===== src/sv/vcfc_pkg.sv =====
// shared types, constants and the face corner table of the voxel face culler
`default_nettype none
package vcfc_pkg;

	localparam int CHUNK_SIDE_DEF = 16;
	localparam int COORD_W        = 4;
	localparam int OP_W           = 2;
	localparam int ORD_W          = 13;
	localparam int INDEX_W        = 17;
	localparam int FACES          = 6;
	localparam int CORNERS        = 6;
	localparam int CORNER_W       = 5;
	localparam int FACE_W         = 3;
	localparam int IN_DATA_W      = 16;
	localparam int OUT_DATA_W     = 24;

	// face codes in emission order
	localparam logic [FACE_W-1:0] FACE_FRONT  = 3'd0;
	localparam logic [FACE_W-1:0] FACE_BACK   = 3'd1;
	localparam logic [FACE_W-1:0] FACE_TOP    = 3'd2;
	localparam logic [FACE_W-1:0] FACE_BOTTOM = 3'd3;
	localparam logic [FACE_W-1:0] FACE_LEFT   = 3'd4;
	localparam logic [FACE_W-1:0] FACE_RIGHT  = 3'd5;

	typedef enum logic [OP_W-1:0] {
		OP_WRITE   = 2'd0,
		OP_MESH    = 2'd1,
		OP_RESTART = 2'd2
	} op_t;

	typedef enum logic [2:0] {
		ST_CLEAR,
		ST_IDLE,
		ST_CENTER,
		ST_PROBE,
		ST_LAST,
		ST_HAND
	} state_t;

	// one solid voxel handed from the probe sequencer to the index emitter
	typedef struct packed {
		logic [FACES-1:0] face_open;
		logic [ORD_W-1:0] ordinal;
	} job_t;

	// corner offset of corner k of a face, already including the face base
	function automatic logic [CORNER_W-1:0] corner_off(input logic [FACE_W-1:0] face,
		input logic [FACE_W-1:0] k);
		logic [CORNERS-1:0][CORNER_W-1:0] row;
		row = '0;
		case (face)
			FACE_FRONT:  row = {5'd2,  5'd3,  5'd1,  5'd2,  5'd1,  5'd0};
			FACE_BACK:   row = {5'd7,  5'd6,  5'd5,  5'd5,  5'd6,  5'd4};
			FACE_TOP:    row = {5'd10, 5'd11, 5'd9,  5'd10, 5'd9,  5'd8};
			FACE_BOTTOM: row = {5'd15, 5'd14, 5'd13, 5'd13, 5'd14, 5'd12};
			FACE_LEFT:   row = {5'd18, 5'd19, 5'd17, 5'd18, 5'd17, 5'd16};
			FACE_RIGHT:  row = {5'd23, 5'd22, 5'd21, 5'd21, 5'd22, 5'd20};
			default:     row = '0;
		endcase
		return row[k];
	endfunction

endpackage
`default_nettype wire


===== src/sv/vcfc_emit.sv =====
// index emitter: six corner indices per open face through an output register
`default_nettype none
module vcfc_emit (
	input  wire logic                           clk,
	input  wire logic                           arst_n,
	input  wire logic                           job_valid,
	input  wire vcfc_pkg::job_t                 job,
	output logic                                job_ready,
	output logic                                out_valid,
	input  wire logic                           out_ready,
	output logic [vcfc_pkg::INDEX_W-1:0]        out_index,
	output logic                                out_last
);

	logic [vcfc_pkg::FACES-1:0]   mask_q;
	logic [vcfc_pkg::INDEX_W-1:0] base_q;
	logic [vcfc_pkg::FACE_W-1:0]  k_q;
	logic                         out_valid_q;
	logic [vcfc_pkg::INDEX_W-1:0] out_index_q;
	logic                         out_last_q;

	logic [vcfc_pkg::FACE_W-1:0]  face;
	logic [vcfc_pkg::FACES-1:0]   face_bit;
	logic                         slot_free;
	logic                         fire;
	logic                         face_done;

	// lowest open face still to go
	always_comb begin
		face = '0;
		for (int i = vcfc_pkg::FACES - 1; i >= 0; i--) begin
			if (mask_q[i]) begin
				face = vcfc_pkg::FACE_W'(i);
			end
		end
	end

	assign face_bit  = vcfc_pkg::FACES'(1) << face;
	assign job_ready = (mask_q == '0);
	assign slot_free = !out_valid_q || out_ready;
	assign fire      = (mask_q != '0) && slot_free;
	assign face_done = (k_q == vcfc_pkg::FACE_W'(vcfc_pkg::CORNERS - 1));

	always_ff @(posedge clk or negedge arst_n) begin
		if (!arst_n) begin
			mask_q      <= '0;
			k_q         <= '0;
			out_valid_q <= 1'b0;
		end else begin
			if (job_valid && job_ready) begin
				mask_q <= job.face_open;
				k_q    <= '0;
			end else if (fire) begin
				if (face_done) begin
					k_q    <= '0;
					mask_q <= mask_q & ~face_bit;
				end else begin
					k_q <= k_q + 1'b1;
				end
			end
			if (fire) begin
				out_valid_q <= 1'b1;
			end else if (out_ready) begin
				out_valid_q <= 1'b0;
			end
		end
	end

	// base is 24 times the ordinal, kept to the index width
	always_ff @(posedge clk) begin
		if (job_valid && job_ready) begin
			base_q <= vcfc_pkg::INDEX_W'({job.ordinal, 4'b0000})
				+ vcfc_pkg::INDEX_W'({job.ordinal, 3'b000});
		end
		if (fire) begin
			out_index_q <= base_q + vcfc_pkg::INDEX_W'(vcfc_pkg::corner_off(face, k_q));
			out_last_q  <= face_done && ((mask_q & ~face_bit) == '0);
		end
	end

	assign out_valid = out_valid_q;
	assign out_index = out_index_q;
	assign out_last  = out_last_q;

endmodule
`default_nettype wire


===== config.mk =====
export PLATFORM = sky130hd
export DESIGN_NAME = vcfc_emit
export DESIGN_NICKNAME = d
export VERILOG_FILES = /design/src/sv/vcfc_pkg.sv /design/src/sv/vcfc_emit.sv
export SDC_FILE = /design/constraint.sdc
export NUM_CORES = 1
export LEC_CHECK = 0
export BUFFER_PORTS_ARGS = -buffer_cell sky130_fd_sc_hd__buf_2
export CORE_UTILIZATION = 50
export CTS_CLUSTER_DIAMETER = 30
export DETAILED_ROUTE_END_ITERATION = 10
export PLACE_DENSITY = 0.76
export SLEW_MARGIN = 10
export SYNTH_ARGS = -nofsm -noshare
export SYNTH_HDL_FRONTEND = slang
export SYNTH_SLANG_ARGS = --single-unit

===== constraint.sdc =====
create_clock -name clk -period 2.9 [get_ports clk]
set_input_delay 0.29 -clock clk [delete_from_list [all_inputs] [get_ports clk]]
set_output_delay 0.29 -clock clk [all_outputs]
set_load 0.01 [all_outputs]

==> PnR_summary.wiki <==
{| class="wikitable"
! Metric !! Value
|-
| HP Start || job[16]
|-
| Library cell used as clock root buffer || sky130_fd_sc_hd__clkbuf_8
|-
| Clock tree from TritonCTS || built
|-
| Async set-or-reset flop fraction in the synthesized netlist || between 20% and 30%
|-
| Synth Warn # || 0
|-
| Violated checks || DRC
|-
| Post-synth EDFFs || 32
|-
| Wire length of the first global-routing pass || 6520 um
|-
| Required time reported for the critical path endpoint || 2.94 ns
|-
| Initial drt markers || 57
|-
| Synthesis-stage register bit count || 42
|-
| Endpoint class of the critical path || flip-flop
|-
| Maximum number of buffers from clock root to sink || 2
|-
| Number of antenna violations at the first check in global routing || 0
|-
| Largest fanout on the critical path || 6
|-
| DP Wirelength || ~2900 um
|-
| # nets final || ~300
|-
| Arrival time at the worst endpoint || 2.79 ns
|-
| Hold depth || 3
|-
| Gr usage total || approximately 16%
|-
| MaxCap Viol Count || 0
|-
| Die boundary height || 71.1 um
|-
| Portion of the clock cycle consumed by the worst path in the final layout || between 90% and 100%
|-
| Placeable core region || around 0.0045 sq mm
|-
| Final weighted congestion in routability-driven placement || slightly below 0.8
|-
| Ratio of cells with drive above 1 in the final layout || 21.3%
|-
| Class of the most critical hold timing path || in2reg
|-
| Number of antenna cells inserted || 0
|-
| Cell area after synthesis || between 0.002 and 0.0025 sq mm
|-
| Clock latency at the later pin of the worst-skew pair || approximately 0.29 ns
|-
| Post-route ant nets || 0
|-
| Cells taking the most area after synthesis || sky130_fd_sc_hd__edfxtp_1 (40%), sky130_fd_sc_hd__dfrtp_1 (10%), sky130_fd_sc_hd__ha_1 (7.9%), sky130_fd_sc_hd__xnor2_1 (5.9%), sky130_fd_sc_hd__a21oi_1 (3.4%)
|-
| F_max || 364 MHz
|-
| Mean instance size in the synthesized netlist || 11.1 sq um
|-
| Total Wirelength || between 3000 and 4000 um
|-
| Port Buf Inserts || between 40 and 50
|-
| Worst hold endpoint || mask_q[3]
|-
| Post-CTS sizing || 0
|-
| Most used DFF post-synth || sky130_fd_sc_hd__edfxtp_1
|-
| Outcome || complete, but fails checks
|-
| Area of the die || 0.00506 sq mm
|-
| Routed via count divided by cell count || around 5.4
|-
| Reg2reg path depth || 8
|-
| Clock transition at the registers of the reported paths || approximately 0.070 ns
|-
| Via count of the first global-routing pass || 1538
|-
| Global-route congestion overflow total || 0
|-
| Post-synthesis cell type with the largest combined area || sky130_fd_sc_hd__edfxtp_1
|-
| LEAKAGE || approximately 1.2 nW
|-
| Syn nets || around 250
|-
| Final hold vios || 0
|-
| Count of endpoints failing setup in the final report || 0
|-
| Number of max-slew violations in the final report || 0
|-
| Via total after detailed routing || around 1700
|-
| Chip Width || a little over 70 um
|-
| Starting density of the core || approximately 53%
|-
| Number of library cell types mapped by synthesis || 45
|-
| Count of H-tree levels built during CTS || 2
|-
| Start-to-end type of the worst setup path || reg2reg
|-
| Fin Setup TNS || 0 ns
|-
| Power density cells || 771 mW/mm^2
|-
| Power, Total || approximately 2.1 mW
|-
| Number of buffers created by CTS || 5
|-
| Area overhead of the layout relative to synthesis || 16.4%
|-
| # clock sinks || 42
|-
| Shortest period the worst path allows || approximately 2.7 ns
|-
| Pin count of the biggest net entering global routing || 22
|-
| Worst hold slack across all endpoints || 0.190 ns
|-
| RR Startpoint || mask_q[2]
|-
| Residual DRC || 1
|-
| Internal reg-to-reg setup slack || about 0.15 ns
|-
| Number of cell rows || 24
|-
| Final worst clock skew || between 0.008 and 0.009 ns
|-
| Worst slew pin tran || between 0.5 and 0.6 ns
|-
| Setup crit start kind || flip-flop
|-
| Highest ir drop seen on vdd || 0.318 mV
|-
| Headroom to the max-slew limit || approximately 60%
|-
| Routed length per placed instance || 11.6 um
|-
| Number of detailed-routing iterations run before antenna repair || 7
|-
| Terminus of the critical flop-to-flop path || out_index[16]
|-
| RSZ-0062 raised after global routing || false
|-
| Share of Yosys cell area claimed by the top area cell type || roughly two fifths
|-
| Part of the Yosys area used for sequential elements || 50.7%
|-
| Post-synthesis instance total || ~220
|-
| I/O pin cnt || 43
|}
## flip-flops by register name, summed over array words and instances, names as in the netlist
signal,cells
k_q,3
base_q,14
out_index,17
mask_q,6
out_last,1
out_valid,1
## layer usage
metal | GRT usage [%] | routed length (um) | part of all wire (%)
met5 | 0 | 0 | 0
met1 | 22.6 | 1910 | 52
met2 | 25.7 | 1600 | 44
met3 | 2.99 | 112 | 3.1
met4 | 7.33 | 51 | 1.4
## stage by stage
step / area, sq um / instances / worst slack [ns] / util (%)
finish: 2780 / 315 / 0.154 / 62.2
global route: 2780 / 315 / 0.00799 / 62.2
CTS: 2780 / 315 / 0.136 / 62.2
floorplan: 2390 / 215 / 0.145 / -
global placement: 2660 / 306 / 0.230 / 59.5
detailed placement: 2660 / 306 / 0.150 / 59.5
## cell usage in the layout, fill, tap and decap left out, types with 3 or more instances in the layout
cell type                   n
sky130_fd_sc_hd__a211oi_1   3
sky130_fd_sc_hd__a21o_1     4
sky130_fd_sc_hd__a21oi_1   16
sky130_fd_sc_hd__buf_2     42
sky130_fd_sc_hd__buf_4      3
sky130_fd_sc_hd__clkbuf_8   5
sky130_fd_sc_hd__dfrtp_1   10
sky130_fd_sc_hd__edfxtp_1  32
sky130_fd_sc_hd__ha_1      15
sky130_fd_sc_hd__inv_1      9
sky130_fd_sc_hd__mux2i_1    4
sky130_fd_sc_hd__nand2_1   20
sky130_fd_sc_hd__nand2b_1   3
sky130_fd_sc_hd__nand3_1    8
sky130_fd_sc_hd__nor2_1    10
sky130_fd_sc_hd__nor2b_1    3
sky130_fd_sc_hd__nor3_1     4
sky130_fd_sc_hd__o211ai_1   3
sky130_fd_sc_hd__o21ai_0   11
sky130_fd_sc_hd__xnor2_1   16
sky130_fd_sc_hd__xor2_1     7
## kinds of logic (layout without fill, tap and decap cells)
kind of cell	Yosys count	after routing	synth area share, %
AO/OA/AOI/OAI	51	51	13.5
XOR/XNOR	23	23	8.43
adder cells (fa/ha/maj)	18	18	9.53
buffers and inverters	15	63	2.41
flip-flops	42	42	50.7
multiplexers	4	4	1.68
AND/OR/NAND/NOR	62	62	13.8
## synthesized netlist by cell type, types with 3 or more instances
library cell and n:
sky130_fd_sc_hd__edfxtp_1 32, sky130_fd_sc_hd__nand2_1 20, sky130_fd_sc_hd__a21oi_1 16, sky130_fd_sc_hd__xnor2_1 16, sky130_fd_sc_hd__ha_1 15, sky130_fd_sc_hd__o21ai_0 11, sky130_fd_sc_hd__dfrtp_1 10, sky130_fd_sc_hd__nor2_1 10
sky130_fd_sc_hd__inv_1 9, sky130_fd_sc_hd__nand3_1 8, sky130_fd_sc_hd__xor2_1 7, sky130_fd_sc_hd__clkbuf_1 5, sky130_fd_sc_hd__a21o_1 4, sky130_fd_sc_hd__mux2i_1 4, sky130_fd_sc_hd__nor3_1 4, sky130_fd_sc_hd__a211oi_1 3
sky130_fd_sc_hd__nand2b_1 3, sky130_fd_sc_hd__nor2b_1 3, sky130_fd_sc_hd__o211ai_1 3
## layout make-up
type | count | area (sq um)
inverters | 9 | 33.8
well taps | 52 | 65.1
flip-flops and latches | 42 | 1210
fillers | 377 | 1690
clock buffers | 5 | 68.8
repair buffers | 46 | 243
clock inverters | 3 | 40.0
multi-input cells | 158 | 1120
## worst max path at each step
stage,start,cells past startpoint,to,slack (ns)
detailed placement,mask_q[2],8,out_index[16],0.15
CTS,mask_q[2],8,out_index[16],0.14
floorplan,mask_q[2],10,out_index[16],0.14
global placement,mask_q[2],8,out_index[16],0.23
finish,mask_q[2],8,out_index[16],0.15
global route,mask_q[2],8,out_index[13],0.008
## power by group
part	internal [mW]	leakage, nW	switching [mW]
Sequential	0.856	0.423	0.138
Combinational	0.330	0.701	0.386
Clock	0.253	0.0579	0.182
## timing repair
item	CTS	global route
endpoints found under the hold margin	10	0
hold buffers	1	0
buffers inserted	0	0
## critical path: stages (launching register included)
cell and delay, ns:
sky130_fd_sc_hd__dfrtp_1 0.43, sky130_fd_sc_hd__or4_1 0.55, sky130_fd_sc_hd__a211oi_1 0.24, sky130_fd_sc_hd__ha_1 0.30, sky130_fd_sc_hd__a21oi_1 0.25, sky130_fd_sc_hd__and4b_1 0.27
sky130_fd_sc_hd__and4_1 0.27, sky130_fd_sc_hd__nand4_1 0.12, sky130_fd_sc_hd__xnor2_1 0.06
No activity file was read; power rests on OpenSTA's default activity.
