==> config.mk <==
export PLATFORM = sky130hd
export DESIGN_NAME = vcfc_ctrl
export DESIGN_NICKNAME = d
export VERILOG_FILES = /design/src/sv/vcfc_pkg.sv /design/src/sv/vcfc_ctrl.sv
export SDC_FILE = /design/constraint.sdc
export NUM_CORES = 1
export LEC_CHECK = 0
export ABC_CLOCK_PERIOD_IN_PS = 4800
export BUFFER_PORTS_ARGS = -buffer_cell sky130_fd_sc_hd__buf_4
export CAP_MARGIN = 20
export CORE_UTILIZATION = 59
export DETAILED_ROUTE_END_ITERATION = 12
export GPL_TIMING_DRIVEN = 0
export HOLD_SLACK_MARGIN = 0.08
export PLACE_DENSITY = 0.92
export RECOVER_POWER = 25
export REMOVE_ABC_BUFFERS = 1
export SLEW_MARGIN = 20
export SYNTH_ARGS = -nofsm -noshare
export SYNTH_HDL_FRONTEND = slang
export SYNTH_SLANG_ARGS = --single-unit
==> constraint.sdc <==
create_clock -name clk -period 4.8 [get_ports clk]
set_clock_uncertainty 0.2 [all_clocks]
set_input_delay 0.72 -clock clk [delete_from_list [all_inputs] [get_ports clk]]
set_output_delay 0.72 -clock clk [all_outputs]
set_load 0.05 [all_outputs]
==> src/sv/vcfc_pkg.sv <==
// shared types, constants and the face corner table of the voxel face culler
`default_nettype none
package vcfc_pkg;

	localparam int CHUNK_SIDE_DEF = 16;
	localparam int COORD_W        = 4;
	localparam int OP_W           = 2;
	localparam int ORD_W          = 13;
	localparam int INDEX_W        = 17;
	localparam int FACES          = 6;
	localparam int CORNERS        = 6;
	localparam int CORNER_W       = 5;
	localparam int FACE_W         = 3;
	localparam int IN_DATA_W      = 16;
	localparam int OUT_DATA_W     = 24;

	// face codes in emission order
	localparam logic [FACE_W-1:0] FACE_FRONT  = 3'd0;
	localparam logic [FACE_W-1:0] FACE_BACK   = 3'd1;
	localparam logic [FACE_W-1:0] FACE_TOP    = 3'd2;
	localparam logic [FACE_W-1:0] FACE_BOTTOM = 3'd3;
	localparam logic [FACE_W-1:0] FACE_LEFT   = 3'd4;
	localparam logic [FACE_W-1:0] FACE_RIGHT  = 3'd5;

	typedef enum logic [OP_W-1:0] {
		OP_WRITE   = 2'd0,
		OP_MESH    = 2'd1,
		OP_RESTART = 2'd2
	} op_t;

	typedef enum logic [2:0] {
		ST_CLEAR,
		ST_IDLE,
		ST_CENTER,
		ST_PROBE,
		ST_LAST,
		ST_HAND
	} state_t;

	// one solid voxel handed from the probe sequencer to the index emitter
	typedef struct packed {
		logic [FACES-1:0] face_open;
		logic [ORD_W-1:0] ordinal;
	} job_t;

	// corner offset of corner k of a face, already including the face base
	function automatic logic [CORNER_W-1:0] corner_off(input logic [FACE_W-1:0] face,
		input logic [FACE_W-1:0] k);
		logic [CORNERS-1:0][CORNER_W-1:0] row;
		row = '0;
		case (face)
			FACE_FRONT:  row = {5'd2,  5'd3,  5'd1,  5'd2,  5'd1,  5'd0};
			FACE_BACK:   row = {5'd7,  5'd6,  5'd5,  5'd5,  5'd6,  5'd4};
			FACE_TOP:    row = {5'd10, 5'd11, 5'd9,  5'd10, 5'd9,  5'd8};
			FACE_BOTTOM: row = {5'd15, 5'd14, 5'd13, 5'd13, 5'd14, 5'd12};
			FACE_LEFT:   row = {5'd18, 5'd19, 5'd17, 5'd18, 5'd17, 5'd16};
			FACE_RIGHT:  row = {5'd23, 5'd22, 5'd21, 5'd21, 5'd22, 5'd20};
			default:     row = '0;
		endcase
		return row[k];
	endfunction

endpackage
`default_nettype wire

==> src/sv/vcfc_ctrl.sv <==
// sequencer: clearing pass, voxel writes, center and neighbor probes, ordinal
`default_nettype none
module vcfc_ctrl #(
	parameter int CHUNK_SIDE = vcfc_pkg::CHUNK_SIDE_DEF
) (
	input  wire logic                                clk,
	input  wire logic                                arst_n,
	input  wire logic                                in_valid,
	output logic                                     in_ready,
	input  wire logic [vcfc_pkg::OP_W-1:0]           in_op,
	input  wire logic [vcfc_pkg::COORD_W-1:0]        in_x,
	input  wire logic [vcfc_pkg::COORD_W-1:0]        in_y,
	input  wire logic [vcfc_pkg::COORD_W-1:0]        in_z,
	input  wire logic                                in_solid,
	output logic                                     job_valid,
	output vcfc_pkg::job_t                           job,
	input  wire logic                                job_ready,
	output logic                                     mem_we,
	output logic [3*$clog2(CHUNK_SIDE)-1:0]          mem_waddr,
	output logic                                     mem_wdata,
	output logic [3*$clog2(CHUNK_SIDE)-1:0]          mem_raddr,
	input  wire logic                                mem_rdata
);

	localparam int CW = $clog2(CHUNK_SIDE);
	localparam int AW = 3 * CW;
	localparam logic [CW-1:0] CMAX = CW'(CHUNK_SIDE - 1);

	vcfc_pkg::state_t state_q, state_d;

	logic [AW-1:0]                   clr_addr_q;
	logic [CW-1:0]                   x_q, y_q, z_q;
	logic [vcfc_pkg::FACE_W-1:0]     face_q;
	logic                            pend_q;
	logic [vcfc_pkg::FACE_W-1:0]     pend_face_q;
	logic                            pend_edge_q;
	logic [vcfc_pkg::FACES-1:0]      mask_q;
	logic [vcfc_pkg::ORD_W-1:0]      ordinal_q;

	logic                            accept;
	logic                            in_chunk;
	logic [CW-1:0]                   ix, iy, iz;
	logic                            nb_edge;
	logic [AW-1:0]                   nb_addr;
	vcfc_pkg::op_t                   op;

	assign op     = vcfc_pkg::op_t'(in_op);
	assign accept = in_valid && in_ready;
	assign in_chunk = (32'(in_x) < CHUNK_SIDE) && (32'(in_y) < CHUNK_SIDE)
		&& (32'(in_z) < CHUNK_SIDE);
	assign ix = CW'(in_x);
	assign iy = CW'(in_y);
	assign iz = CW'(in_z);

	// neighbor of the face under probe; edge faces are open whatever the read returns
	always_comb begin
		nb_edge = 1'b0;
		nb_addr = {z_q, y_q, x_q};
		case (face_q)
			vcfc_pkg::FACE_FRONT: begin
				nb_edge = (z_q == CMAX);
				nb_addr = {z_q + 1'b1, y_q, x_q};
			end
			vcfc_pkg::FACE_BACK: begin
				nb_edge = (z_q == '0);
				nb_addr = {z_q - 1'b1, y_q, x_q};
			end
			vcfc_pkg::FACE_TOP: begin
				nb_edge = (y_q == CMAX);
				nb_addr = {z_q, y_q + 1'b1, x_q};
			end
			vcfc_pkg::FACE_BOTTOM: begin
				nb_edge = (y_q == '0);
				nb_addr = {z_q, y_q - 1'b1, x_q};
			end
			vcfc_pkg::FACE_LEFT: begin
				nb_edge = (x_q == '0);
				nb_addr = {z_q, y_q, x_q - 1'b1};
			end
			vcfc_pkg::FACE_RIGHT: begin
				nb_edge = (x_q == CMAX);
				nb_addr = {z_q, y_q, x_q + 1'b1};
			end
			default: begin
				nb_edge = 1'b1;
				nb_addr = {z_q, y_q, x_q};
			end
		endcase
	end

	always_ff @(posedge clk or negedge arst_n) begin
		if (!arst_n) begin
			state_q <= vcfc_pkg::ST_CLEAR;
		end else begin
			state_q <= state_d;
		end
	end

	always_comb begin
		state_d   = state_q;
		in_ready  = 1'b0;
		job_valid = 1'b0;
		mem_we    = 1'b0;
		mem_waddr = {iz, iy, ix};
		mem_wdata = in_solid;
		mem_raddr = nb_addr;
		case (state_q)
			vcfc_pkg::ST_CLEAR: begin
				mem_we    = 1'b1;
				mem_waddr = clr_addr_q;
				mem_wdata = 1'b0;
				if (clr_addr_q == '1) begin
					state_d = vcfc_pkg::ST_IDLE;
				end
			end
			vcfc_pkg::ST_IDLE: begin
				in_ready  = 1'b1;
				mem_raddr = {iz, iy, ix};
				if (accept && in_chunk) begin
					if (op == vcfc_pkg::OP_WRITE) begin
						mem_we = 1'b1;
					end else if (op == vcfc_pkg::OP_MESH) begin
						state_d = vcfc_pkg::ST_CENTER;
					end
				end
			end
			vcfc_pkg::ST_CENTER: begin
				state_d = mem_rdata ? vcfc_pkg::ST_PROBE : vcfc_pkg::ST_IDLE;
			end
			vcfc_pkg::ST_PROBE: begin
				if (face_q == vcfc_pkg::FACE_RIGHT) begin
					state_d = vcfc_pkg::ST_LAST;
				end
			end
			vcfc_pkg::ST_LAST: begin
				state_d = vcfc_pkg::ST_HAND;
			end
			vcfc_pkg::ST_HAND: begin
				job_valid = 1'b1;
				if (job_ready) begin
					state_d = vcfc_pkg::ST_IDLE;
				end
			end
			default: begin
				state_d = vcfc_pkg::ST_IDLE;
			end
		endcase
	end

	always_ff @(posedge clk or negedge arst_n) begin
		if (!arst_n) begin
			clr_addr_q <= '0;
			ordinal_q  <= '0;
			pend_q     <= 1'b0;
			face_q     <= '0;
		end else begin
			if (state_q == vcfc_pkg::ST_CLEAR) begin
				clr_addr_q <= clr_addr_q + 1'b1;
			end
			if (accept && op == vcfc_pkg::OP_RESTART) begin
				ordinal_q <= '0;
			end
			if (state_q == vcfc_pkg::ST_HAND && job_ready) begin
				ordinal_q <= ordinal_q + 1'b1;
			end
			pend_q <= (state_q == vcfc_pkg::ST_PROBE);
			if (state_q == vcfc_pkg::ST_PROBE) begin
				face_q <= face_q + 1'b1;
			end else begin
				face_q <= '0;
			end
		end
	end

	// payload registers
	always_ff @(posedge clk) begin
		if (accept) begin
			x_q <= ix;
			y_q <= iy;
			z_q <= iz;
		end
		pend_face_q <= face_q;
		pend_edge_q <= nb_edge;
		if (state_q == vcfc_pkg::ST_CENTER) begin
			mask_q <= '0;
		end else if (pend_q) begin
			mask_q[pend_face_q] <= pend_edge_q || !mem_rdata;
		end
	end

	assign job.face_open = mask_q;
	assign job.ordinal   = ordinal_q;

endmodule
`default_nettype wire

==> results of run 1 <==
-- stage by stage --
stage               hold WS [ps]  total power, mW  area (um^2)
global route                 293             2.41         3850
CTS                          140             2.29         3860
detailed placement           244             1.99         3750
floorplan                    213             1.60         3160
global placement             242             1.95         3750
finish                       275             2.29         3850
-- flip-flops by register name (all words and copies together) (netlist names) --
name,count
y_q,4
pend_face_q,3
state_q,3
ordinal_q,13
x_q,4
pend_q,1
face_q,3
z_q,4
clr_addr_q,12
pend_edge_q,1
mask_q,6
-- report_power, final --
part	switching (mW)	internal, mW	total (mW)
clock	0.161	0.137	0.298
sequential	0.114	0.557	0.671
combinational	0.931	0.393	1.32
-- cells in the mapped netlist, types with 3 or more instances --
| cell type | n |
|---|---|
| nand2_1 | 70 |
| inv_1 | 8 |
| o21ai_0 | 19 |
| nor3_1 | 4 |
| edfxtp_1 | 12 |
| nor2_1 | 31 |
| dfxtp_1 | 10 |
| and3_1 | 6 |
| xnor2_1 | 12 |
| nor3b_1 | 5 |
| nor2b_1 | 5 |
| mux2i_1 | 15 |
| a21oi_1 | 17 |
| nand2b_1 | 4 |
| dfrtp_1 | 32 |
| nand4b_1 | 4 |
| buf_2 | 5 |
| ha_1 | 17 |
| xor2_1 | 6 |
| nand4_1 | 7 |
| clkbuf_1 | 3 |
| and2_1 | 8 |
| nand3_1 | 9 |
| a31oi_1 | 6 |
| a221oi_1 | 3 |
-- critical path, delay by kind of cell, from the launching register on --
| kind | cells | cell delay (ps) |
|---|---|---|
| flip-flops | 1 | 570 |
| AO/OA/AOI/OAI | 1 | 280 |
| buffers and inverters | 2 | 500 |
| AND/OR/NAND/NOR | 3 | 1220 |
-- routing by layer --
layer	routed length (um)	GRT usage	vias to the layer above
met1	3180	0.360	1346
li1	-	-	1368
met4	125	0.0844	0
met3	433	0.0503	12
met2	3760	0.455	98
met5	0	0	-
-- worst paths after layout --
path	slack, ps	start	end
setup / recovery	990	state_q[0]$_DFFE_PN0P_	mem_we
hold / removal	280	face_q[1]$_DFF_PN0_	pend_face_q[1]$_DFF_P_
setup reg to reg	2340	state_q[0]$_DFFE_PN0P_	x_q[1]$_DFFE_PP_
hold reg to reg	280	face_q[1]$_DFF_PN0_	pend_face_q[1]$_DFF_P_
max in group asynchronous	2750	arst_n	state_q[1]$_DFFE_PN0P_
min in group asynchronous	640	arst_n	clr_addr_q[4]$_DFFE_PN0P_
-- cells by family after synthesis --
kind of cell,synth area share
buffers and inverters,0.0291
xor gates and xnor gates,0.0489
AOI/OAI and AO/OA,0.112
and+or+nand+nor,0.268
muxes,0.0466
DFF,0.423
adders and majority gates,0.0722
-- area by class of cell --
cell class,instances,share of cell area
clock buffers,6,0.0244
well taps,70,0.0228
multi-input cells,279,0.459
inverters,9,0.00911
clock inverters,2,0.00455
flip-flops and latches,54,0.354
repair buffers,66,0.126
==> out/metrics.yaml, run 1 <==
clock_network:
  clkLatencyLatePin_ps: 310
  cts_tree: "done"
  cts_buffers: 5
  htree_levels: 2
  cts_resized: 0
  clk_path_buf_depth: 2
  cts_setup_buffers: 0
  cts_num_sinks: 54
  cts-root-buf: "clkbuf_8"
  holdBufCountCts: 0
  clkTransAtPathRegs_ps: 100
sta:
  report.final.slew_viol_count: 33
  worst_pin_slew_ps: 1730
  fmax_mhz: 263
  slew_headroom: -0.156
  period_needed_ps: 3810
  setup_viol: 0
  hold_viol_final: 0
  period_share: 0.793
  rsz0062_at_grt: "no"
  fin_ws_ps: 992
  fin_setup_tns_ps: 0
floorplan:
  fp.dieH_um: 75.9
  initial_core_util: 0.623
  io-pin-count: 67
  num_rows: 26
  core_area_um2: 5170
  die_area_um2: 5760
  die_w_um: 75.9
logic_synthesis:
  yosysTopAreaCell: "dfrtp_1"
  yosysWarnings: 0
  synthCells: 352
  ys.flop_type: "dfrtp_1"
  synth-edff-count: 12
  synth_area_um2: 3220
  ys_seq_area_frac: 0.423
  synthTopCellsByArea: "dfrtp_1 25%, edfxtp_1 11%, nand2_1 8.2%"
  yosysTopAreaCellShare: 0.249
  avgSynthCellArea_um2: 9.15
  ys_types: 52
  async_flop_share: 0.593
  ys_seq_elements: 54
drt:
  first_iter_violations: 211
  ant_nets: 0
  via_per_inst: 5.81
  wl_um: 7490
  via_count: 2824
  post_drt_wl_per_cell_um: 15.4
  first_pass_iters: 4
  drc: 0
global_routing:
  grt_pass1_vias: 2512
  antenna_found_initial: 0
  grt_max_degree: 33
  grt_pass1_wl_um: 11600
  grt.total_usage: 0.272
  grt_overflow_total: 0
cells_and_area:
  syn_to_final_growth_pct: 19.4
  multi_input_area_um2: 1770
  final_common_cell: "nand2_1"
  n_antenna_cell: 0
  final_cells: 486
  post-route-util: 0.744
  regArea_um2: 1360
  num-fill-cells: 357
  fin_nets: 453
  final_cell_mix: "70 x nand2_1, 63 x buf_4, 32 x dfrtp_1, 31 x nor2_1, 19 x o21ai_0"
  drive_gt1_frac: 0.192
setup_path:
  arrival_ps: 2890
  worstPathRequired_ps: 3880
  slowest_delay_ps: 570
  cp-end-kind: "primary output"
  worstSetupStartpointType: "flip-flop"
  crit_type: "flip-flop to primary output"
  path_cells: "or3b_4 -> clkinv_2 -> and2_1 -> nand2_1 -> o21ai_0 -> buf_4"
  reg2reg_depth: 3
  slowest_stage: "dfrtp_1"
  critPathMaxFanout: 19
hold_path:
  hold_path_depth: 0
  hold_class: "flip-flop to flip-flop"
outcome:
  violations: "max-capacitance violations, max-slew violations"
  status: "finished, violations left"
power:
  leakagePower_nw: 1.82
  power.density_nw_per_um2: 596
  peakVddDrop_v: 0.000470
run:
  max_cap_viol_count: 1
placement:
  dpl.hpwl_um: 5400
  gp_congestion: 0.870
  pre_cts_ws_ps: 1460
  io_buffers: 66
  dp.cells: 478
(Power assumes the default switching activity.)
==> run 2, diff against run 1 <==
--- a/config.mk
+++ b/config.mk
@@ -5,14 +5,14 @@
 export SDC_FILE = /design/constraint.sdc
 export NUM_CORES = 1
 export LEC_CHECK = 0
-export ABC_CLOCK_PERIOD_IN_PS = 4800
+export ABC_CLOCK_PERIOD_IN_PS = 3100
 export BUFFER_PORTS_ARGS = -buffer_cell sky130_fd_sc_hd__buf_4
 export CAP_MARGIN = 20
-export CORE_UTILIZATION = 59
+export CORE_UTILIZATION = 50
 export DETAILED_ROUTE_END_ITERATION = 12
 export GPL_TIMING_DRIVEN = 0
 export HOLD_SLACK_MARGIN = 0.08
-export PLACE_DENSITY = 0.92
+export PLACE_DENSITY = 0.84
 export RECOVER_POWER = 25
 export REMOVE_ABC_BUFFERS = 1
 export SLEW_MARGIN = 20
==> constraint.sdc (replaced) <==
create_clock -name clk -period 3.1 [get_ports clk]
set_clock_uncertainty 0.2 [all_clocks]
set_input_delay 0.465 -clock clk [delete_from_list [all_inputs] [get_ports clk]]
set_output_delay 0.465 -clock clk [all_outputs]
set_load 0.05 [all_outputs]
==> run 2 against run 1 <==
The flow now finishes without violations. Sequential cell count unchanged. Cell area increased by 3.3%. Die area increased by 18%. Count of clock-buffer cells in the layout unchanged. Total power increased by 58%. Routed wire length increased by 2.8%. Via count decreased by 0.39%. Worst setup slack got worse by 920 ps. Non-clock buffer count increased by 8. Clock power increased by 58%. Utilization decreased by 8.8 points. Largest power group unchanged.
==> out/metrics.yaml, run 2 (synthesized netlist as in run 1, its figures left out) <==
global_routing:
  grt_pass1_wl_um: 12400  # +6.7%
  grt_overflow_total: 0  # unchanged
  grt.total_usage: 0.243  # -0.0295
  antenna_found_initial: 0  # unchanged
  grt_max_degree: 33  # unchanged
  grt_pass1_vias: 2603  # +3.6%
placement:
  io_buffers: 66  # unchanged
  placed_area_um2: 3750  # +0.17%
  gp_congestion: 0.819  # -5.8%
  dpl.hpwl_um: 5530  # +2.4%
  dp.cells: 483  # +1.0%
  pre_cts_ws_ps: 40.3  # -1420 ps
setup_path:
  worstPathRequired_ps: 2430  # -1450 ps
  reg2reg_from: "state_q[1]$_DFFE_PN0P_"
  reg2reg_slack_ps: 970  # -1370 ps
  reg2reg_depth: 4  # +1
  critPathMaxFanout: 7  # -12
  crit_start: "face_q[1]$_DFF_PN0_"
  arrival_ps: 2360  # -530 ps
  endpoint: "mem_raddr[9]"
  worstSetupStartpointType: "flip-flop"
  crit_type: "flip-flop to primary output"
  cp-end-kind: "primary output"
  reg2reg_to: "clr_addr_q[7]$_DFFE_PN0P_"
power:
  finalPower_mw: 3.62  # +58%
  power.density_nw_per_um2: 913  # +53%
  internal_power_mw: 1.74  # +60%
  leakagePower_nw: 1.83  # +0.29%
  seqPwrFrac: 0.288  # -0.005
  p_sw_mw: 1.88  # +56%
  clkPwrFrac: 0.130  # about the same
  combPwrFrac: 0.581  # +0.004
  peakVddDrop_v: 0.000764  # +63%
  swShare: 0.520  # -0.00592
sta:
  setup_viol: 0  # unchanged
  worst_pin_slew_ps: 973  # -761 ps
  period_needed_ps: 3030
  hold_viol_final: 0  # unchanged
  slew_headroom: 0.348  # +0.504
  rsz0062_at_grt: "yes"
  report.final.slew_viol_count: 0  # -100%
  whs_ps: 189  # -86.1 ps
  fin_setup_tns_ps: 0  # unchanged
  period_share: 0.976
  fin_ws_ps: 73.0  # -919 ps
  fmax_mhz: 330
clock_network:
  cts_num_sinks: 54  # unchanged
  cts-root-buf: "clkbuf_8"
  cts_buffers: 5  # unchanged
  clkTransAtPathRegs_ps: 110  # about the same
  clkLatencyLatePin_ps: 320  # about the same
  htree_levels: 2  # unchanged
  clk_path_buf_depth: 2  # unchanged
  cts_tree: "done"
cells_and_area:
  fin_nets: 461  # +1.8%
  drive_gt1_frac: 0.231  # +0.0388
  final_cell_mix: "69 x nand2_1, 60 x buf_4, 31 x nor2_1, 27 x dfrtp_1, 17 x o21ai_0"
  multi_input_area_um2: 1840  # +4.3%
  final_common_cell: "nand2_1"
  top_regs: "ordinal_q (13), clr_addr_q (12), mask_q (6)"
  num-fill-cells: 492  # +38%
  syn_to_final_growth_pct: 23.3
  largest_reg_flops: 13  # unchanged
  regMostFlops: "ordinal_q"
  regArea_um2: 1370  # +0.46%
  n_antenna_cell: 0  # unchanged
  final_area_um2: 3970  # +3.3%
  post-route-util: 0.655  # -0.0883
  final_cells: 499  # +2.7%
floorplan:
  io-pin-count: 67  # unchanged
  core_area_um2: 6060  # +17%
  fp.dieH_um: 82.3  # +8.4%
  die_area_um2: 6770  # +18%
  initial_core_util: 0.532  # -0.0913
  die_w_um: 82.3  # +8.4%
  num_rows: 28  # +7.7%
drt:
  drc: 0  # unchanged
  via_count: 2813  # -0.39%
  first_iter_violations: 200  # -5.2%
  via_per_inst: 5.64  # -3.0%
  post_drt_wl_per_cell_um: 15.4  # +0.14%
  ant_nets: 0  # unchanged
  first_pass_iters: 5  # +1
  wl_um: 7710  # +2.8%
hold_path:
  hold_path_depth: 1  # +1
  hold_class: "input pin to flip-flop"
run:
  max_cap_viol_count: 0  # -1
outcome:
  status: "complete, no violations"
run 2: changes by cell type in the layout (fill, tap and decap cells not counted), sizes merged:
cell,before,now
buf,63,61
clkbuf,9,18
clkinv,2,1
dlygate4sd3,0,1
inv,9,10
run 2: worst max-delay path, stage by stage (launching register included):
cell and delay, ps:
dfrtp_1 440, inv_2 90, ha_4 170, nor2b_4 210, buf_4 140, xor2_1 160
ha_1 250, a221oi_1 290, nor2_1 80, buf_4 200
run 2: timing repair:
action / in CTS / in global routing
gates resized for setup: 12 / 16
hold buffers: 1 / 0
pin swaps: 0 / 4
setup buffers: 1 / 6
endpoints found under the hold margin: 32 / 0
endpoints found under the setup margin: 11 / 12
run 2: worst min-delay path by stage:
stage,from,endpoint,slack (ps)
after CTS,in_y[0],y_q[0]$_DFFE_PP_,140
after floorplan,arst_n,clr_addr_q[0]$_DFFE_PN0P_,-30
after global placement,arst_n,clr_addr_q[0]$_DFFE_PN0P_,220
after detailed placement,arst_n,clr_addr_q[1]$_DFFE_PN0P_,230
after global routing,in_x[0],x_q[0]$_DFFE_PP_,190
final,in_x[0],x_q[0]$_DFFE_PP_,190
run 2: per-layer routing:
| layer | track usage | vias up | routed length [um] |
|---|---|---|---|
| met4 | 0.0947 | 0 | 161 |
| met2 | 0.394 | 88 | 3750 |
| li1 | - | 1383 | - |
| met3 | 0.0418 | 16 | 300 |
| met5 | 0 | - | 0 |
| met1 | 0.321 | 1326 | 3490 |
run 2: area by class of cell:
class | instances | share of cell area
clock buffer | 6 | 0.0236
clock inverter | 2 | 0.00441
multi-input combinational | 279 | 0.464
timing repair buffer | 74 | 0.130
sequential | 54 | 0.344
tap | 75 | 0.0236
inverter | 9 | 0.00977
run 2: power by group through the flow:
stage	Combinational, mW	Sequential (mW)	Clock (mW)
floorplan	1.40	1.07	0
global placement	1.98	1.04	0
detailed placement	2.02	1.05	0
CTS	2.06	1.03	0.475
global route	2.24	1.07	0.509
finish	2.11	1.05	0.471
==> run 3, diff against run 2 <==
--- a/config.mk
+++ b/config.mk
@@ -5,7 +5,7 @@
 export SDC_FILE = /design/constraint.sdc
 export NUM_CORES = 1
 export LEC_CHECK = 0
-export ABC_CLOCK_PERIOD_IN_PS = 3100
+export ABC_CLOCK_PERIOD_IN_PS = 2500
 export BUFFER_PORTS_ARGS = -buffer_cell sky130_fd_sc_hd__buf_4
 export CAP_MARGIN = 20
 export CORE_UTILIZATION = 50
==> constraint.sdc (replaced) <==
create_clock -name clk -period 2.5 [get_ports clk]
set_clock_uncertainty 0.2 [all_clocks]
set_input_delay 0.375 -clock clk [delete_from_list [all_inputs] [get_ports clk]]
set_output_delay 0.375 -clock clk [all_outputs]
set_load 0.05 [all_outputs]
==> run 3 against run 2 <==
The run now ends with negative setup slack left. Sequential share of layout area fell by 4.1 points. Final cell count rose by 7.0%. Via count rose by 17%. First-iteration DRC count rose by 95%. Utilization rose by 9.0 points. Count of clock-buffer cells in the layout did not move. Critical path depth fell by 1. Routed wire length rose by 31%. Global-route usage rose by 3.0 points. Critical endpoint is now mem_raddr[0]. Largest cell class unchanged. Highest routed layer unchanged.
==> out/metrics.yaml, run 3 (synthesized netlist as in run 1, its figures left out) <==
outcome:
  status: "finished, violations left"
  violations: "negative setup slack"
clock_network:
  cts_num_sinks: 54  # unchanged
  clk_path_buf_depth: 2  # unchanged
  clkTransAtPathRegs_ps: 110  # about the same
  cts_buffers: 5  # unchanged
  htree_levels: 2  # unchanged
  clkLatencyLatePin_ps: 320  # about the same
  cts_tree: "done"
  cts-root-buf: "clkbuf_8"
floorplan:
  fp.dieH_um: 82.3  # unchanged
  num_rows: 28  # unchanged
  initial_core_util: 0.532  # unchanged
  core_area_um2: 6060  # unchanged
  die_area_um2: 6770  # unchanged
  io-pin-count: 67  # unchanged
  die_w_um: 82.3  # unchanged
sta:
  slew_headroom: 0.721  # +0.374
  hold_viol_final: 0  # unchanged
  period_share: 1.17
  setup_viol: 13  # +13
  report.final.slew_viol_count: 0  # unchanged
  worst_pin_slew_ps: 418  # -555 ps
  fin_ws_ps: -426  # -499 ps
  fmax_mhz: 342
  rsz0062_at_grt: "yes"
  fin_setup_tns_ps: -4100  # -4100 ps
  period_needed_ps: 2930
placement:
  dpl.hpwl_um: 5530  # unchanged
  io_buffers: 66  # unchanged
  gp_congestion: 0.819  # unchanged
drt:
  drc: 0  # unchanged
  via_per_inst: 6.17  # +9.5%
  wl_um: 10100  # +31%
  first_pass_iters: 6  # +1
  post_drt_wl_per_cell_um: 18.9  # +23%
  via_count: 3297  # +17%
  first_iter_violations: 389  # +95%
  ant_nets: 0  # unchanged
global_routing:
  use_met1: 0.340  # +0.0185
  met3_usage: 0.0516  # +0.00989
  gr-usage-met2: 0.460  # +0.0653
  grt.total_usage: 0.272  # +0.0295
  grt_busiest_layer: "met2"
  grt_max_degree: 33  # unchanged
  grt_pass1_wl_um: 13800  # +12%
  antenna_found_initial: 0  # unchanged
  grt_overflow_total: 0  # unchanged
  grt_pass1_vias: 2922  # +12%
cells_and_area:
  drive_gt1_frac: 0.338  # +0.107
  top_regs: "ordinal_q (13), clr_addr_q (12), mask_q (6)"
  final_common_cell: "buf_4"
  multi_input_area_um2: 1990  # +7.9%
  largest_reg_flops: 13  # unchanged
  fin_nets: 496  # +7.6%
  regArea_um2: 1370  # about the same
  final_cell_mix: "83 x buf_4, 69 x nand2_1, 29 x nor2_1, 26 x dfrtp_1, 14 x mux2i_1"
  num-fill-cells: 371  # -25%
  post-route-util: 0.746  # +0.0904
  syn_to_final_growth_pct: 40.3
  regMostFlops: "ordinal_q"
  n_antenna_cell: 0  # unchanged
power:
  leakagePower_nw: 2.09  # +14%
  seqPwrFrac: 0.251  # -0.037
  finalPower_mw: 5.19  # +43%
  swShare: 0.513  # -0.00707
  power.density_nw_per_um2: 1150  # +26%
  internal_power_mw: 2.53  # +45%
  p_sw_mw: 2.66  # +41%
  combPwrFrac: 0.633  # +0.052
  peakVddDrop_v: 0.000877  # +15%
  clkPwrFrac: 0.116  # -0.014
setup_path:
  worstPathRequired_ps: 1920  # -510 ps
  worstSetupStartpointType: "flip-flop"
  crit_type: "flip-flop to primary output"
  critPathMaxFanout: 4  # -3
  cp-end-kind: "primary output"
  arrival_ps: 2350  # about the same
run:
  max_cap_viol_count: 0  # unchanged
hold_path:
  hold_class: "input pin to flip-flop"
-- run 3: per-layer routing --
| layer | wire (um) | part of all wire | vias up |
|---|---|---|---|
| met3 | 801 | 0.079 | 35 |
| met2 | 5100 | 0.50 | 203 |
| met1 | 3890 | 0.38 | 1591 |
| met4 | 323 | 0.032 | 0 |
| met5 | 0 | 0 | - |
| li1 | - | - | 1468 |
-- run 3: power by group through the flow --
stage / combinational (mW) / clock [mW] / sequential (mW)
final: 3.29 / 0.600 / 1.31
after global routing: 3.43 / 0.642 / 1.32
after CTS: 2.76 / 0.589 / 1.30
after detailed placement: 2.50 / 0 / 1.30
after global placement: 2.46 / 0 / 1.29
after floorplan: 1.74 / 0 / 1.33
-- run 3: worst max-delay path, stage by stage (launching register included) --
cell     delay [ps]
dfrtp_2         430
inv_2            70
buf_4           130
ha_1            230
nor2_2          260
or3_1           270
a21oi_2         110
o21ai_0         270
buf_4           260
-- run 3: repair_timing --
action | 4_1_cts | 5_1_grt
endpoints found under the setup margin | 26 | 23
setup buffers | 12 | 17
hold buffers | 13 | 0
pin swaps | 9 | 8
endpoints found under the hold margin | 44 | 0
resized for setup | 50 | 19
gates cloned | 0 | 1
-- run 3: path summary, 6_finish.rpt --
| path | slack, ps | startpoint | depth (start not counted) | endpoint |
|---|---|---|---|---|
| max in group asynchronous | 1450 | arst_n | 2 | state_q[1]$_DFFE_PN0P_ |
| min | 200 | mem_rdata | 3 | state_q[1]$_DFFE_PN0P_ |
| min reg2reg | 270 | face_q[1]$_DFF_PN0_ | 0 | pend_face_q[1]$_DFF_P_ |
| max | -430 | face_q[1]$_DFF_PN0_ | 8 | mem_raddr[0] |
| min in group asynchronous | 320 | arst_n | 2 | clr_addr_q[1]$_DFFE_PN0P_ |
| max reg2reg | 230 | face_q[0]$_DFF_PN0_ | 8 | pend_edge_q$_SDFF_PN1_ |
-- run 3: cell type report --
cell class | instances | area share
clock buffers | 6 | 0.0208
clock inverters | 2 | 0.00388
inverters | 9 | 0.0108
multi-input cells | 279 | 0.440
flip-flops and latches | 54 | 0.303
well taps | 75 | 0.0208
repair buffers | 108 | 0.199
repair inverters | 1 | 0.00194
-- run 3: stage by stage --
step / instance area (um^2) / setup WS [ps] / cells / hold WS, ps
floorplan: 3160 / -957 / 342 / -121
global placement: 3750 / -449 / 483 / 130
detailed placement: 3750 / -470 / 483 / 142
CTS: 4270 / -330 / 516 / 203
global route: 4520 / -493 / 534 / 216
finish: 4520 / -426 / 534 / 204
